<file path="src/rtl/fir_filter_16_tap_macros.svh">
// ----------------------------------------------------------------------------
// FIR filter assertion macros
// Shared assertion shorthands for the FIR filter RTL; empty when SYNTH is set.
// ----------------------------------------------------------------------------
`ifndef FIR_FILTER_16_TAP_MACROS_SVH
`define FIR_FILTER_16_TAP_MACROS_SVH

`ifndef SYNTH

// Same-cycle implication, disabled while reset is asserted.
`define FIR_ASSERT_IMPLY(label, clk, rst_n, cond, expr) \
  label: assert property (@(posedge clk) disable iff (!rst_n) (cond) |-> (expr)) \
    else $error("FIR assertion failed");

// Next-cycle implication, disabled while reset is asserted.
`define FIR_ASSERT_NEXT(label, clk, rst_n, cond, expr) \
  label: assert property (@(posedge clk) disable iff (!rst_n) (cond) |=> (expr)) \
    else $error("FIR assertion failed");

`else

`define FIR_ASSERT_IMPLY(label, clk, rst_n, cond, expr)
`define FIR_ASSERT_NEXT(label, clk, rst_n, cond, expr)

`endif

`endif

</file>
<file path="src/rtl/fir16_pkg.sv">
// ----------------------------------------------------------------------------
// FIR filter package
// Types, constants and the output rounding function of the FIR filter.
// ----------------------------------------------------------------------------
`default_nettype none

package fir16_pkg;

  localparam int SampleW  = 16;
  localparam int AccW     = 36;
  localparam int CoefRegs = 8;
  localparam int CoefTaps = 2 * CoefRegs;
  localparam int CfgIdxW  = 4;
  localparam int CfgDataW = 32;
  localparam int CoefSelW = $clog2(CoefRegs);

  typedef logic signed [SampleW-1:0]  sample_t;
  typedef logic signed [SampleW-1:0]  coef_t;
  typedef logic signed [AccW-1:0]     acc_t;
  typedef logic        [CfgDataW-1:0] coef_pair_t;

  typedef enum logic [1:0] {
    ST_IDLE,
    ST_RUN,
    ST_DONE
  } state_t;

  // Rounds a Q6.30 sum to Q1.15 (halves go up) and saturates to 16 bits.
  function automatic sample_t round_sat(input acc_t acc);
    logic signed [AccW:0]    biased;
    logic signed [AccW-15:0] shifted;
    biased  = {acc[AccW-1], acc} + 37'sd16384;
    shifted = biased[AccW:15];
    if (shifted > 22'sd32767) begin
      return 16'sh7fff;
    end else if (shifted < -22'sd32768) begin
      return 16'sh8000;
    end else begin
      return shifted[SampleW-1:0];
    end
  endfunction

endpackage

`default_nettype wire

</file>
<file path="src/rtl/fir16_cell.sv">
// ----------------------------------------------------------------------------
// FIR filter tap cell
// Holds one delayed sample and adds its weighted product to the passing sum.
// ----------------------------------------------------------------------------
`default_nettype none

module fir16_cell (
  input  wire logic              clk,
  input  wire logic              rst_n,
  input  wire logic              shift_en,
  input  wire fir16_pkg::sample_t prev_sample,
  input  wire fir16_pkg::coef_t   coef,
  input  wire fir16_pkg::acc_t    sum_in,
  output fir16_pkg::sample_t     sample_q,
  output fir16_pkg::acc_t        sum_q
);

  fir16_pkg::sample_t sample_r, sample_nxt;
  fir16_pkg::acc_t    sum_r, sum_nxt;
  logic signed [2*fir16_pkg::SampleW-1:0] prod;

  always_comb begin
    sample_nxt = shift_en ? prev_sample : sample_r;
    prod       = coef * sample_r;
    // The sum wraps within the accumulator width.
    sum_nxt    = sum_in + fir16_pkg::acc_t'(prod);
  end

  always_ff @(posedge clk) begin
    if (!rst_n) begin
      sample_r <= '0;
    end else begin
      sample_r <= sample_nxt;
    end
  end

  always_ff @(posedge clk) begin
    sum_r <= sum_nxt;
  end

  assign sample_q = sample_r;
  assign sum_q    = sum_r;

endmodule

`default_nettype wire

</file>
<file path="config.mk">
export PLATFORM = sky130hd
export DESIGN_NAME = fir16_cell
export DESIGN_NICKNAME = d
export VERILOG_FILES = /design/src/rtl/fir_filter_16_tap_macros.svh /design/src/rtl/fir16_pkg.sv /design/src/rtl/fir16_cell.sv
export SDC_FILE = /design/constraint.sdc
export NUM_CORES = 1
export LEC_CHECK = 0
export BUFFER_PORTS_ARGS = -buffer_cell sky130_fd_sc_hd__buf_2
export CAP_MARGIN = 20
export CELL_PAD_IN_SITES_DETAIL_PLACEMENT = 0
export CELL_PAD_IN_SITES_GLOBAL_PLACEMENT = 2
export CORE_ASPECT_RATIO = 0.6
export CORE_MARGIN = 1
export CORE_UTILIZATION = 43
export CTS_BUF_LIST = sky130_fd_sc_hd__clkbuf_4 sky130_fd_sc_hd__clkbuf_8 sky130_fd_sc_hd__clkbuf_16
export CTS_CLUSTER_DIAMETER = 120
export DETAILED_ROUTE_END_ITERATION = 7
export HOLD_SLACK_MARGIN = 0.02
export PLACE_DENSITY = 0.95
export SLEW_MARGIN = 20
export SYNTH_ARGS = -nofsm -noshare
export SYNTH_HDL_FRONTEND = slang
export SYNTH_SLANG_ARGS = --single-unit
export TNS_END_PERCENT = 50
</file>
<file path="constraint.sdc">
create_clock -name clk -period 16.91 [get_ports clk]
set_input_delay 5.073 -clock clk [delete_from_list [all_inputs] [get_ports clk]]
set_output_delay 5.073 -clock clk [all_outputs]
set_load 0.1 [all_outputs]
</file>
==> Word-level counts from Yosys, hierarchy flattened <==
Cells that the tools add are included.
W data, S select, Z words.
{ "op_classes": {"add_sub_neg": 1, "mul": 1} }
{ "op_table": {"columns": ["cell", "n"], "rows": [
  ["$add A36 B32 Y36", 1],
  ["$mul A16 B16 Y32", 1]
]} }
{ "word_totals": {"register_bits": 52, "in_bits": 71, "output_inout_bits": 52, "elab_cells": 4} }

==> Depth between registers and ports, before layout <==
{ "depth": {"depth_word": 2, "mapped_depth": 23, "mapped_depth_nobuf": 22} }

==> Least setup slack after synthesis <==
Ideal clock, no wire load.
{ "synth_timing": {"kind": "input to register", "start": "in coef[15]", "end": "reg sum_r[35], in the netlist sum_q[35]", "arrival_ns": 10.519, "required_time_ns": 16.792, "slack_ns": 6.273, "cell_stages": 21, "n_path_buf": 1, "path_cell_list": "clkbuf_1 > nand2_1 > fa_1 > fa_1 > inv_1 > fa_1 > inv_1 > fa_1 > inv_1 > fa_1 > inv_1 > fa_1 > inv_1 > ha_1 > inv_1 > nor2_1 > a31oi_1 > o21ai_0 > a221o_1 > a221o_1 > xnor2_1"} }
{ "synth_via": {"elab_chain_cells": 2} }
{ "synth_lines": {"columns": ["item", "line", "source"], "rows": [
  ["from (decl)", "fir16_cell.sv:12", "input wire fir16_pkg::coef_t coef,"],
  ["$mul A16 B16 Y32", "fir16_cell.sv:24", "prod = coef * sample_r;"],
  ["$add A36 B32 Y36", "fir16_cell.sv:26", "sum_nxt = sum_in + fir16_pkg::acc_t'(prod);"],
  ["via sum_nxt[35]", "fir16_cell.sv:19", "fir16_pkg::acc_t sum_r, sum_nxt;"],
  ["to (signal assigned)", "fir16_cell.sv:38", "sum_r <= sum_nxt;"],
  ["to (decl)", "fir16_cell.sv:19", null]
]} }
The timed path passes the listed nets, and every way through them passes these cells.
A chain may end at the register's enable or synchronous reset.

==> Worst setup path in the final report <==
{ "layout_timing": {"start": "in coef[10]", "end": "reg sum_r[32], in the netlist sum_q[32]"} }
The elaborated chain is that of the path after synthesis.

==> qor.txt <==
status: completed
PortBufs: 122
Tmin final: 10.91 ns
Core Box Area: 0.0292 mm^2
nets: 1950
vias after detailed routing: 9070
register area share after synthesis: 7.99%
Worst slew margin: 36.4%
most frequent cell after synthesis: inv_1
antenna-violating nets left: 0
final setup vio count: 0
pwr dens: 195 mW/mm^2
setup repair bufs after CTS: 0
global-route wire length before repair: 52900 um
Worst-Skew Late Latency: 0.33 ns
share of post-route cells with drive strength above 1: 10.1%
Post-synth ARST share: 0%
number of I/O pins: 123
Rows: 48
number of global-route vias before repair: 9938
clock tree buffer depth: 2
Leakage: 0.00746 uW
antenna violations before repair: 0
syn_area_per_cell: 9.52 um^2
top_reg_cell synth: dfxtp_1
Clock Skews: 0.0116 ns
CTS Root Cell: clkbuf_16
Tightest Pin Transition: 0.953 ns
drt first pass iters: 5
Reg clk slew, reported paths: 0.08 ns
Net Count, Synth: 1860
largest area contributor in the synthesized netlist: fa_1
Max Cap Viol: 0
post-synthesis register bit count: 52
area growth from synthesis to layout: 8.78%
final hold vios: 0
Arrival @ worst endpoint: 11.11 ns
Die X: 227 um
largest net degree at the start of global routing: 20
dpl hpwl: 26800 um
area share of the largest cell type after synthesis: 48.3%
GRT Overall Usage: 22.4%
grt total ovfl: 0
Post-synth top cells: inv_1 (362), fa_1 (314), nand2_1 (147)
global placer's final weighted congestion: 0.852
Worst Setup End Kind: register
post-CTS sizing: 0
total chip power: 2760 uW
HP Class: register to register
CTS H-tree depth: 2
top cells by area, synth: fa_1 (48%), inv_1 (10%), ha_1 (10%), dfxtp_1 (8.0%), and2_1 (5.8%)
final-report max-slew violation count: 0
Remaining DRCs: 0
Ys Warns: 0
TritonCTS clock tree: yes
Crit Path Class: primary input to register
Hold Buf Count CTS: 0
DR WL/cell: 17.0 um
WL final: 31500 um
WP data required: 17.11 ns
effective utilization at floorplan: 44.5%
critical path peak fanout: 16
peak supply drop: 0.000140 V
synthesized area: 0.0130 mm^2
Fin Setup TNS: 0 ns
Via density: 4.88
Post-synth EDFFs: 0
DIE AREA: 0.0310 mm^2
Yosys cell types: 51
die height: 137 um
n_diodes: 0
RSZ-0062 raised after global routing: no
Num Clock Sinks: 52
clock buffer count from CTS: 5
Initial DRC Count: 470
crit share post-route: 64.5%
Highest Clock Rate: 91.6 MHz
Gate Count Post-Synth: 1368
CP Launch Type: primary input
## area by class of cell
cell class / instances / area [um^2]
clock buffer: 5 / 125
clock inverter: 3 / 27.5
fill: 2849 / 15100
inverter: 362 / 1360
multi-input combinational: 908 / 10500
sequential: 52 / 1040
tap: 400 / 500
timing repair buffer: 129 / 663
## cells in the final DEF (no fill, tap or decap), drive strengths merged, types with 16 or more instances in the layout
| master | instances |
|---|---|
| fa | 314 |
| and2 | 120 |
| dfxtp | 52 |
| mux2i | 16 |
| nand2 | 147 |
| inv | 363 |
| o21ai | 21 |
| nor2b | 20 |
| nor2 | 23 |
| xnor2 | 25 |
| buf | 129 |
| a21oi | 27 |
| ha | 107 |
## layer usage
| metal | wire, um | part of all wire, % | vias up | GRT usage (%) |
|---|---|---|---|---|
| met1 | 15800 | 50 | 4637 | 34.1 |
| met5 | 0 | 0 | - | 0 |
| met2 | 13800 | 44 | 221 | 34.4 |
| met4 | 393 | 1.2 | 0 | 4.13 |
| met3 | 1520 | 4.8 | 20 | 2.86 |
| li1 | - | - | 4192 | - |
## cells by family (layout without fill, tap and decap cells)
| logic type | Yosys count | count (layout) | synth area share (%) |
|---|---|---|---|
| flops | 52 | 52 | 7.99 |
| simple gates | 339 | 339 | 13.0 |
| xor+xnor | 36 | 36 | 2.42 |
| mux | 16 | 16 | 1.23 |
| compound gates | 96 | 96 | 5.02 |
| fa+ha+maj | 421 | 421 | 58.5 |
| buf+inv | 408 | 499 | 11.8 |
## report_power, final
part	internal [uW]	switching, uW
sequential	196	18.2
combinational	855	1570
clock	56.6	61.0
## worst paths after layout
| path | startpoint | endpoint | slack, ns | cells past startpoint |
|---|---|---|---|---|
| worst max-delay path | coef[10] | sum_q[32] | 6.00 | 16 |
| worst min-delay path | sample_q[3] | sample_q[3] | 0.53 | 2 |
| worst max register to register | sample_q[1] | sum_q[32] | 10.05 | 15 |
| worst min register to register | sample_q[3] | sample_q[3] | 0.53 | 2 |
## through the flow
step	instances	instance area (um^2)	utilization (%)	setup slack, ns	hold WS [ns]
after floorplan	1368	13000	-	6.27	1.02
after detailed placement	1851	14000	47.9	5.65	0.521
after global routing	1859	14200	48.4	5.70	0.588
after global placement	1851	14000	47.9	5.83	0.499
after CTS	1859	14200	48.4	6.01	0.533
final	1859	14200	48.4	6.00	0.531
## critical path: stages
cell and delay [ns]:
buf_2 0.31, nand2_1 0.13, fa_1 0.56, fa_1 0.58, fa_1 0.45, fa_1 0.55, inv_1 0.05, fa_1 0.50
fa_1 0.45, ha_1 0.40, nand2_1 0.10, o21ai_0 0.50, o21ai_0 0.37, o31a_1 0.46, o21ba_2 0.26, o311ai_0 0.37
## sequential cells by signal, summed over array words and instances, names as in the netlist
name / count
sum_q: 36
sample_q: 16
Power figures use the tool's default switching activity.
